$ cat config.mk
export PLATFORM = sky130hd
export DESIGN_NAME = per_user_fixed_window_rate_limiter_flat
export DESIGN_NICKNAME = d
export VERILOG_FILES = /design/src/rtl/pfwrl_pkg.sv /design/src/rtl/pfwrl_ifs.sv /design/src/rtl/pfwrl_bucket_cmp.sv /design/src/rtl/pfwrl_bucket_ram.sv /design/src/rtl/per_user_fixed_window_rate_limiter.sv /design/src/flat_wrapper.sv
export SDC_FILE = /design/constraint.sdc
export NUM_CORES = 2
export LEC_CHECK = 0
export BUFFER_PORTS_ARGS = -buffer_cell sky130_fd_sc_hd__buf_2
export CAP_MARGIN = 20
export CORE_MARGIN = 4
export CORE_UTILIZATION = 40
export DETAILED_ROUTE_END_ITERATION = 16
export MAX_ROUTING_LAYER = met4
export PLACE_DENSITY = 0.6
export SETUP_SLACK_MARGIN = 0.15
export SLEW_MARGIN = 20
export SYNTH_ARGS = -nofsm -noshare
export SYNTH_HDL_FRONTEND = slang
export SYNTH_HIERARCHICAL = 1
export SYNTH_SLANG_ARGS = --single-unit
$ cat constraint.sdc
create_clock -name clk -period 19.45 [get_ports clk]
set_clock_uncertainty 0.15 [all_clocks]
set_input_delay 1.945 -clock clk [delete_from_list [all_inputs] [get_ports clk]]
set_output_delay 1.945 -clock clk [all_outputs]
set_load 0.05 [all_outputs]
$ cat src/rtl/pfwrl_pkg.sv
// Shared types and codes for the per-user fixed-window rate limiter.
package pfwrl_pkg;

  localparam int USER_W     = 32;
  localparam int TIME_W     = 64;
  localparam int WINDOW_W   = 32;
  localparam int ATTEMPT_W  = 16;
  localparam int CFG_IDX_W  = 1;
  localparam int CFG_DATA_W = 32;

  // Configuration register indexes.
  localparam logic [CFG_IDX_W-1:0] CFG_WINDOW_LENGTH = 1'd0;
  localparam logic [CFG_IDX_W-1:0] CFG_ATTEMPT_LIMIT = 1'd1;

  localparam logic [WINDOW_W-1:0]  WINDOW_RESET = 32'd60000;
  localparam logic [ATTEMPT_W-1:0] LIMIT_RESET  = 16'd5;

  // Deny reason codes.
  localparam logic [1:0] REASON_NONE      = 2'd0;
  localparam logic [1:0] REASON_BACKWARD  = 2'd1;
  localparam logic [1:0] REASON_NO_BUCKET = 2'd2;
  localparam logic [1:0] REASON_LIMIT     = 2'd3;

  typedef struct packed {
    logic [USER_W-1:0]    user;
    logic [TIME_W-1:0]    win_start;
    logic [ATTEMPT_W-1:0] attempts;
  } bucket_t;

  typedef struct packed {
    logic    en;
    bucket_t entry;
  } bucket_wr_t;

  typedef struct packed {
    logic hit;
    logic avail;
    logic over;
  } eval_t;

endpackage

$ cat src/rtl/pfwrl_ifs.sv
// Request and result channel interfaces of the rate limiter.
interface pfwrl_req_if;
  logic                        valid;
  logic                        ready;
  logic [pfwrl_pkg::USER_W-1:0] user_id;
  logic [pfwrl_pkg::TIME_W-1:0] now_time;

  modport source (output valid, output user_id, output now_time, input ready);
  modport sink (input valid, input user_id, input now_time, output ready);
endinterface

interface pfwrl_rsp_if;
  logic       valid;
  logic       ready;
  logic       allowed;
  logic [1:0] deny_reason;

  modport source (output valid, output allowed, output deny_reason, input ready);
  modport sink (input valid, input allowed, input deny_reason, output ready);
endinterface

$ cat src/rtl/pfwrl_bucket_cmp.sv
// Shared bucket compare unit: user match and 64-bit window expiry test.
module pfwrl_bucket_cmp (
  input  logic                           in_use,
  input  pfwrl_pkg::bucket_t             entry,
  input  logic [pfwrl_pkg::USER_W-1:0]   user,
  input  logic [pfwrl_pkg::TIME_W-1:0]   now,
  input  logic [pfwrl_pkg::WINDOW_W-1:0] window_length,
  output pfwrl_pkg::eval_t               result
);

  logic [pfwrl_pkg::TIME_W-1:0] elapsed;
  logic                         over;

  // Elapsed time wraps modulo 2^64, as a free-running clock would.
  assign elapsed = now - entry.win_start;
  assign over    = elapsed >= {{(pfwrl_pkg::TIME_W - pfwrl_pkg::WINDOW_W){1'b0}}, window_length};

  assign result.hit   = in_use && (entry.user == user);
  assign result.avail = !in_use || over;
  assign result.over  = over;

endmodule

$ cat src/rtl/pfwrl_bucket_ram.sv
// Bucket table: one-port-read, one-port-write memory plus in-use flags.
module pfwrl_bucket_ram #(
  parameter int BUCKET_COUNT = 16,
  parameter int IDX_W        = 4
) (
  input  logic                   clk,
  input  logic                   rst_n,
  input  logic                   rd_en,
  input  logic [IDX_W-1:0]       rd_addr,
  output pfwrl_pkg::bucket_t     rd_entry,
  output logic                   rd_in_use,
  input  logic [IDX_W-1:0]       wr_addr,
  input  pfwrl_pkg::bucket_wr_t  wr
);

  pfwrl_pkg::bucket_t      mem_r [BUCKET_COUNT];
  logic [BUCKET_COUNT-1:0] in_use_r;
  pfwrl_pkg::bucket_t      rd_entry_r;
  logic                    rd_in_use_r;

  // Entry contents are only meaningful while the in-use flag is set.
  always_ff @(posedge clk) begin
    if (wr.en) begin
      mem_r[wr_addr] <= wr.entry;
    end
    if (rd_en) begin
      rd_entry_r <= mem_r[rd_addr];
    end
  end

  always_ff @(posedge clk) begin
    if (!rst_n) begin
      in_use_r    <= '0;
      rd_in_use_r <= 1'b0;
    end else begin
      if (wr.en) begin
        in_use_r[wr_addr] <= 1'b1;
      end
      if (rd_en) begin
        rd_in_use_r <= in_use_r[rd_addr];
      end
    end
  end

  assign rd_entry  = rd_entry_r;
  assign rd_in_use = rd_in_use_r;

endmodule

$ cat src/rtl/per_user_fixed_window_rate_limiter.sv
// Per-user fixed-window rate limiter: configuration, sequencer and result register.
//
// Usage: each beat on in_req carries a user id and a monotonic time in
// milliseconds; each request yields exactly one beat on out_rsp with an
// allowed flag and a deny reason. The block takes one request at a time:
// in_req.ready is high only while the sequencer is idle. A request that
// scans the whole table reads every bucket before its result reaches the
// result register; the scan stops early when the request's user is found,
// and a request whose time went backwards skips the scan and goes straight
// to the result register. The length of a scan is set by the bucket table,
// which is read one bucket per cycle through its single read port into one
// shared compare unit. A new request is accepted while a finished result
// still waits in the output register; a stalled receiver holds the result
// there, and the next request then waits before its result is loaded.
// Configuration writes through cfg_we/cfg_index/cfg_wdata take effect at
// once and belong to idle periods. Reset restores window_length 60000 and
// attempt_limit 5, clears the latest time and marks every bucket free in
// the same cycle; no clearing pass is needed.
module per_user_fixed_window_rate_limiter #(
  parameter int BUCKET_COUNT = 16
) (
  input  logic                             clk,
  input  logic                             rst_n,
  input  logic                             cfg_we,
  input  logic [pfwrl_pkg::CFG_IDX_W-1:0]  cfg_index,
  input  logic [pfwrl_pkg::CFG_DATA_W-1:0] cfg_wdata,
  pfwrl_req_if.sink                        in_req,
  pfwrl_rsp_if.source                      out_rsp
);

  localparam int IDX_W = (BUCKET_COUNT > 1) ? $clog2(BUCKET_COUNT) : 1;
  localparam int CNT_W = $clog2(BUCKET_COUNT + 1);
  localparam logic [CNT_W-1:0] CNT_END  = CNT_W'(BUCKET_COUNT);
  localparam logic [IDX_W-1:0] IDX_LAST = IDX_W'(BUCKET_COUNT - 1);

  localparam logic [2:0] ST_IDLE   = 3'd0;
  localparam logic [2:0] ST_CHECK  = 3'd1;
  localparam logic [2:0] ST_SCAN   = 3'd2;
  localparam logic [2:0] ST_DECIDE = 3'd3;
  localparam logic [2:0] ST_FINISH = 3'd4;

  logic [2:0] state_r, state_nxt;

  logic [pfwrl_pkg::WINDOW_W-1:0]  window_length_r;
  logic [pfwrl_pkg::ATTEMPT_W-1:0] attempt_limit_r;
  logic [pfwrl_pkg::TIME_W-1:0]    latest_r, latest_nxt;

  logic [pfwrl_pkg::USER_W-1:0] user_r, user_nxt;
  logic [pfwrl_pkg::TIME_W-1:0] now_r, now_nxt;

  logic [CNT_W-1:0] iss_r, iss_nxt;
  logic             ev_vld_r, ev_vld_nxt;
  logic [IDX_W-1:0] ev_idx_r, ev_idx_nxt;

  logic               found_r, found_nxt;
  logic               match_r, match_nxt;
  logic               match_over_r, match_over_nxt;
  logic [IDX_W-1:0]   pick_r, pick_nxt;
  pfwrl_pkg::bucket_t pick_entry_r, pick_entry_nxt;

  logic       res_allowed_r, res_allowed_nxt;
  logic [1:0] res_reason_r, res_reason_nxt;

  logic       out_valid_r, out_valid_nxt;
  logic       out_allowed_r, out_allowed_nxt;
  logic [1:0] out_reason_r, out_reason_nxt;

  logic                  rd_en;
  pfwrl_pkg::bucket_t    rd_entry;
  logic                  rd_in_use;
  pfwrl_pkg::bucket_wr_t wr;
  pfwrl_pkg::eval_t      ev;

  logic                            in_fire;
  logic                            out_free;
  logic                            restart;
  logic [pfwrl_pkg::ATTEMPT_W-1:0] att_eff;

  pfwrl_bucket_ram #(
    .BUCKET_COUNT(BUCKET_COUNT),
    .IDX_W       (IDX_W)
  ) u_ram (
    .clk      (clk),
    .rst_n    (rst_n),
    .rd_en    (rd_en),
    .rd_addr  (iss_r[IDX_W-1:0]),
    .rd_entry (rd_entry),
    .rd_in_use(rd_in_use),
    .wr_addr  (pick_r),
    .wr       (wr)
  );

  pfwrl_bucket_cmp u_cmp (
    .in_use       (rd_in_use),
    .entry        (rd_entry),
    .user         (user_r),
    .now          (now_r),
    .window_length(window_length_r),
    .result       (ev)
  );

  assign in_req.ready        = (state_r == ST_IDLE);
  assign in_fire             = in_req.valid && in_req.ready;
  assign out_free            = !out_valid_r || out_rsp.ready;
  assign out_rsp.valid       = out_valid_r;
  assign out_rsp.allowed     = out_allowed_r;
  assign out_rsp.deny_reason = out_reason_r;

  assign rd_en   = (state_r == ST_SCAN) && (iss_r < CNT_END);
  // A same-user bucket keeps its window unless it has expired; any other pick starts fresh.
  assign restart = !match_r || match_over_r;
  assign att_eff = restart ? '0 : pick_entry_r.attempts;

  always_ff @(posedge clk) begin
    if (!rst_n) begin
      window_length_r <= pfwrl_pkg::WINDOW_RESET;
      attempt_limit_r <= pfwrl_pkg::LIMIT_RESET;
    end else if (cfg_we) begin
      unique case (cfg_index)
        pfwrl_pkg::CFG_WINDOW_LENGTH: window_length_r <= cfg_wdata;
        pfwrl_pkg::CFG_ATTEMPT_LIMIT: attempt_limit_r <= cfg_wdata[pfwrl_pkg::ATTEMPT_W-1:0];
        default: ;
      endcase
    end
  end

  always_comb begin
    state_nxt       = state_r;
    latest_nxt      = latest_r;
    user_nxt        = user_r;
    now_nxt         = now_r;
    iss_nxt         = iss_r;
    ev_vld_nxt      = 1'b0;
    ev_idx_nxt      = ev_idx_r;
    found_nxt       = found_r;
    match_nxt       = match_r;
    match_over_nxt  = match_over_r;
    pick_nxt        = pick_r;
    pick_entry_nxt  = pick_entry_r;
    res_allowed_nxt = res_allowed_r;
    res_reason_nxt  = res_reason_r;
    out_valid_nxt   = out_valid_r && !out_rsp.ready;
    out_allowed_nxt = out_allowed_r;
    out_reason_nxt  = out_reason_r;
    wr.en           = 1'b0;
    wr.entry        = '0;

    unique case (state_r)
      ST_IDLE: begin
        if (in_fire) begin
          user_nxt  = in_req.user_id;
          now_nxt   = in_req.now_time;
          state_nxt = ST_CHECK;
        end
      end
      ST_CHECK: begin
        iss_nxt   = '0;
        found_nxt = 1'b0;
        match_nxt = 1'b0;
        if (now_r < latest_r) begin
          res_allowed_nxt = 1'b0;
          res_reason_nxt  = pfwrl_pkg::REASON_BACKWARD;
          state_nxt       = ST_FINISH;
        end else begin
          latest_nxt = now_r;
          state_nxt  = ST_SCAN;
        end
      end
      ST_SCAN: begin
        if (rd_en) begin
          iss_nxt    = iss_r + 1'b1;
          ev_vld_nxt = 1'b1;
          ev_idx_nxt = iss_r[IDX_W-1:0];
        end
        if (ev_vld_r) begin
          if (ev.hit) begin
            found_nxt      = 1'b1;
            match_nxt      = 1'b1;
            match_over_nxt = ev.over;
            pick_nxt       = ev_idx_r;
            pick_entry_nxt = rd_entry;
            ev_vld_nxt     = 1'b0;
            state_nxt      = ST_DECIDE;
          end else begin
            if (ev.avail && !found_r) begin
              found_nxt      = 1'b1;
              pick_nxt       = ev_idx_r;
              pick_entry_nxt = rd_entry;
            end
            if (ev_idx_r == IDX_LAST) begin
              ev_vld_nxt = 1'b0;
              state_nxt  = ST_DECIDE;
            end
          end
        end
      end
      ST_DECIDE: begin
        state_nxt = ST_FINISH;
        if (!found_r) begin
          res_allowed_nxt = 1'b0;
          res_reason_nxt  = pfwrl_pkg::REASON_NO_BUCKET;
        end else if (att_eff >= attempt_limit_r) begin
          res_allowed_nxt      = 1'b0;
          res_reason_nxt       = pfwrl_pkg::REASON_LIMIT;
          wr.en                = restart;
          wr.entry.user        = user_r;
          wr.entry.win_start   = now_r;
          wr.entry.attempts    = '0;
        end else begin
          res_allowed_nxt      = 1'b1;
          res_reason_nxt       = pfwrl_pkg::REASON_NONE;
          wr.en                = 1'b1;
          wr.entry.user        = user_r;
          wr.entry.win_start   = restart ? now_r : pick_entry_r.win_start;
          wr.entry.attempts    = att_eff + 1'b1;
        end
      end
      ST_FINISH: begin
        if (out_free) begin
          out_valid_nxt   = 1'b1;
          out_allowed_nxt = res_allowed_r;
          out_reason_nxt  = res_reason_r;
          state_nxt       = ST_IDLE;
        end
      end
      default: begin
        state_nxt = ST_IDLE;
      end
    endcase
  end

  always_ff @(posedge clk) begin
    if (!rst_n) begin
      state_r     <= ST_IDLE;
      latest_r    <= '0;
      ev_vld_r    <= 1'b0;
      out_valid_r <= 1'b0;
    end else begin
      state_r     <= state_nxt;
      latest_r    <= latest_nxt;
      ev_vld_r    <= ev_vld_nxt;
      out_valid_r <= out_valid_nxt;
    end
  end

  always_ff @(posedge clk) begin
    user_r        <= user_nxt;
    now_r         <= now_nxt;
    iss_r         <= iss_nxt;
    ev_idx_r      <= ev_idx_nxt;
    found_r       <= found_nxt;
    match_r       <= match_nxt;
    match_over_r  <= match_over_nxt;
    pick_r        <= pick_nxt;
    pick_entry_r  <= pick_entry_nxt;
    res_allowed_r <= res_allowed_nxt;
    res_reason_r  <= res_reason_nxt;
    out_allowed_r <= out_allowed_nxt;
    out_reason_r  <= out_reason_nxt;
  end

endmodule
$ cat src/flat_wrapper.sv
// flat-port wrapper written by rule: the top's interface ports become plain ports
module per_user_fixed_window_rate_limiter_flat 
#(
  parameter int BUCKET_COUNT = 16
)
  (clk, rst_n, cfg_we, cfg_index, cfg_wdata, in_req_valid, in_req_user_id, in_req_now_time, in_req_ready, out_rsp_valid, out_rsp_allowed, out_rsp_deny_reason, out_rsp_ready);
  pfwrl_req_if in_req_i ();
  pfwrl_rsp_if out_rsp_i ();
  input  logic clk;
  input  logic rst_n;
  input  logic cfg_we;
  input  logic [pfwrl_pkg::CFG_IDX_W-1:0] cfg_index;
  input  logic [pfwrl_pkg::CFG_DATA_W-1:0] cfg_wdata;
  input wire logic [$bits(in_req_i.valid)-1:0] in_req_valid;
  input wire logic [$bits(in_req_i.user_id)-1:0] in_req_user_id;
  input wire logic [$bits(in_req_i.now_time)-1:0] in_req_now_time;
  output wire logic [$bits(in_req_i.ready)-1:0] in_req_ready;
  output wire logic [$bits(out_rsp_i.valid)-1:0] out_rsp_valid;
  output wire logic [$bits(out_rsp_i.allowed)-1:0] out_rsp_allowed;
  output wire logic [$bits(out_rsp_i.deny_reason)-1:0] out_rsp_deny_reason;
  input wire logic [$bits(out_rsp_i.ready)-1:0] out_rsp_ready;
  assign in_req_i.valid = in_req_valid;
  assign in_req_i.user_id = in_req_user_id;
  assign in_req_i.now_time = in_req_now_time;
  assign in_req_ready = in_req_i.ready;
  assign out_rsp_valid = out_rsp_i.valid;
  assign out_rsp_allowed = out_rsp_i.allowed;
  assign out_rsp_deny_reason = out_rsp_i.deny_reason;
  assign out_rsp_i.ready = out_rsp_ready;
  per_user_fixed_window_rate_limiter #(.BUCKET_COUNT(BUCKET_COUNT)) u_core (.clk(clk), .rst_n(rst_n), .cfg_we(cfg_we), .cfg_index(cfg_index), .cfg_wdata(cfg_wdata), .in_req(in_req_i), .out_rsp(out_rsp_i));
endmodule
==> run metrics <==
status finished, final reports clean; CP top delay family simple AND/OR/NAND/NOR gates; simple-gate portion of the synthesized area 4.207%; worst hold path depth 0; post-synthesis mux area share 14.58%; number of synthesized flops with an enable pin 2102; R2R depth 24; most numerous cell on the critical path nand4_1; die height 487.3 microns; slowest stage delay, CP 0.88 ns; asr flop ratio synth 0%; Data arrival, critical path 8.05 ns; Worst Hold Path EP u_core/pick_entry_r[1]; Hold/Removal Path Class register to register; Final #Nets 5506; # IOs 139; die span in x 487.3 microns; Final setup viols 0; GRT overflow 0; cts hold-fix bufs 0; die area 237500 sq um; Synth Area in Adders 2.418%; largest net degree at the start of global routing 131; most frequent cells after synthesis edfxtp_1, mux4_2, nand2_1; fin crit period 7.753 ns; Worst slew margin 23.53%; pwr dens 98.09 nW/um^2; P&R area growth vs syn 12.86%; CTS Root Buffer Type clkbuf_16; Tot GR Track Use 20.71%; register area share after synthesis 71.60%; # clock sinks 2236; Core Box Area 227900 sq um; Max Clk Rate 0.1290 GHz; Pleak 37.64 nW; GP Congestion 0.9449; dpl hpwl 142300 microns; maximum clock insertion buffer count 3; final WL 240500 microns; instance count of the mapped netlist 4965; vias per std cell 5.707; TritonCTS clock tree yes; DRC Markers 0; clock latency on the worst-skew pair 0.90 ns; antenna violations before repair 10; sum of negative setup slack 0 ns; first-pass GRT wire length 348800 microns; Filler cells 19.23k; WL/cell 28.61 microns; syn avg cell area 18.51 sq um; Setup CP Type register to register; post-route ant nets 0; Max Cap Viol 0; top-count cell post-synth edfxtp_1; Synth Area in Compound Gates 4.054%; Synthesis Warnings 6; nature of the critical path startpoint register; postcts setup bufs 0; required time of the worst setup path 19.74 ns; xor and xnor area share after synthesis 0.8577%; max-slew violation count 0; Clock transition at path regs 0.06 ns; CP Cell Sequence inv_1, ha_1, inv_1, fa_1, a211o_1, a31oi_1, o21ai_0, a211oi_1, xnor2_1, ha_1, and4_1, nand4_1, or4b_2, o221ai_1, a2111oi_0, nand4_1, nor4_1, nand4_1, nor4_2, nand4_1, nor2b_1, o21ai_0, nor2_4, buf_4; vias in the first global route 48.56k; share of the synthesized area in the top cell type 68.68%; worst path bufs/invs 3; hold wc startpoint u_core/u_ram/rd_entry[1]; # port buffers 138; clock buffer count from CTS 223; Tcrit/Tclk final 39.86%; DR iter-0 viols 4756; vias post-DR 47.96k; post-synth cell types 96; Post-Syn Nets 5276; initial cell density of the core 40.32%; PostCTS Resize Cnt 0; Worst R2R Start u_core/now_r[0]; Final Hold Vio Count 0; Slew @ Worst Pin 1.144 ns; ys flop type edfxtp_1; FF-to-FF setup slack 11.70 ns; worst r2r dst u_core/pick_entry_r[57]; layout cells sized above 1 23.08%; H-tree levels 4; post-synthesis register bit count 2236; Mapped Area 91910 sq um; finished layout cell area 103700 sq um; crit end category register; Max VDD drop 0.00008480 V; RSZ-0062 raised after global routing no; DRT Pass-1 Iters 6; largest family of logic cells by synthesized area multiplexers; Max FO, Critical Path 63; Max stage delay cell, worst path buf_4; area leader, netlist edfxtp_1; Synth area leaders edfxtp_1, mux4_2, dfxtp_1; row count 175; DP Area 96110 sq um
-- per-stage QoR --
stage	worst slack, ns	hold WS [ns]	total power [W]	cells	utilization, %
global placement	11.80	0.2528	0.006005	7970	42.14
floorplan	7.879	0.2503	0.005802	4965	-
global route	11.25	0.2850	0.01053	8404	45.51
CTS	11.66	0.2703	0.01026	8392	45.38
detailed placement	11.72	0.2556	0.006007	7972	42.16
finish	11.70	0.2682	0.01017	8404	45.51
-- layout make-up --
class	count	area [sq um]	area share (%)
tap	3009	3765	3.630
multi-input combinational	2279	24370	23.50
antenna	5	12.51	0.01206
inverter	205	769.5	0.7418
timing repair buffer	250	1673	1.613
clock buffer	298	6032	5.815
clock inverter	122	1300	1.253
sequential	2236	65800	63.44
-- power by group --
group          switching (W)  internal [W]  total [W]  leakage, nW
Sequential         0.0000416       0.00524    0.00528         24.4
Clock                0.00185       0.00242    0.00427         3.54
Combinational       0.000394      0.000229   0.000623         9.74
Total                0.00229       0.00789     0.0102         37.6
-- state kept, by name, indices dropped and copies added (netlist names), 2 cells and up --
| register | cells |
|---|---|
| u_core/u_ram/mem_r | 1792 |
| u_core/u_ram/rd_entry | 112 |
| u_core/pick_entry_r | 80 |
| u_core/latest_r | 64 |
| u_core/now_r | 64 |
| u_core/user_r | 32 |
| u_core/window_length_r | 32 |
| u_core/attempt_limit_r | 16 |
| u_core/u_ram/in_use_r | 16 |
| u_core/iss_r | 5 |
| u_core/ev_idx_r | 4 |
| u_core/pick_r | 4 |
| u_core/state_r | 3 |
| u_core/out_rsp.deny_reason | 2 |
| u_core/res_reason_r | 2 |
-- placed cells by master (no fill, tap or decap), types with 16 or more instances in the layout --
master and n:
clkbuf_8 17, mux4_2 562, clkinv_1 45, nand4_1 54
xnor2_1 61, and2_1 49, buf_2 137, buf_4 102
a21oi_1 147, o21a_1 42, and3_1 16, clkinv_2 33
nor3_1 29, nor2_1 74, xor2_1 29, o21ai_0 132
dfxtp_1 134, a21boi_0 41, edfxtp_1 2102, a21o_1 28
nand2b_1 19, nand2_1 338, clkbuf_16 223, clkbuf_1 58
mux2i_1 72, a21oi_2 47, nand3_1 108, ha_1 176
inv_1 204, bufinv_16 17
-- metal layers --
metal | global-route usage, % | part of all wire, % | wire (microns) | vias up
met3 | 2.608 | 5.4 | 13070 | 346
met1 | 28.70 | 43 | 104100 | 25600
li1 | - | - | - | 20440
met4 | 5.066 | 2.4 | 5826 | 0
met5 | - | 0 | 0 | -
met2 | 32.89 | 49 | 117500 | 1576
-- worst max path at each step --
stage               startpoint                        to  cells after the start
4_1_cts        u_core/now_r[0]   u_core/pick_entry_r[57]                     24
6_report       u_core/now_r[0]   u_core/pick_entry_r[57]                     24
2_1_floorplan   u_core/match_r  u_core/u_ram/mem_r[0][0]                     12
5_1_grt        u_core/now_r[0]   u_core/pick_entry_r[57]                     24
3_3_place_gp   u_core/now_r[0]   u_core/pick_entry_r[63]                     26
3_5_place_dp   u_core/now_r[0]   u_core/pick_entry_r[68]                     24
-- cells by family after synthesis --
| family | count (synthesis) |
|---|---|
| buf+inv | 450 |
| mux | 636 |
| xor+xnor | 90 |
| fa+ha+maj | 177 |
| flops | 2236 |
| compound gates | 584 |
| simple gates | 792 |
(Power assumes the default switching activity.)
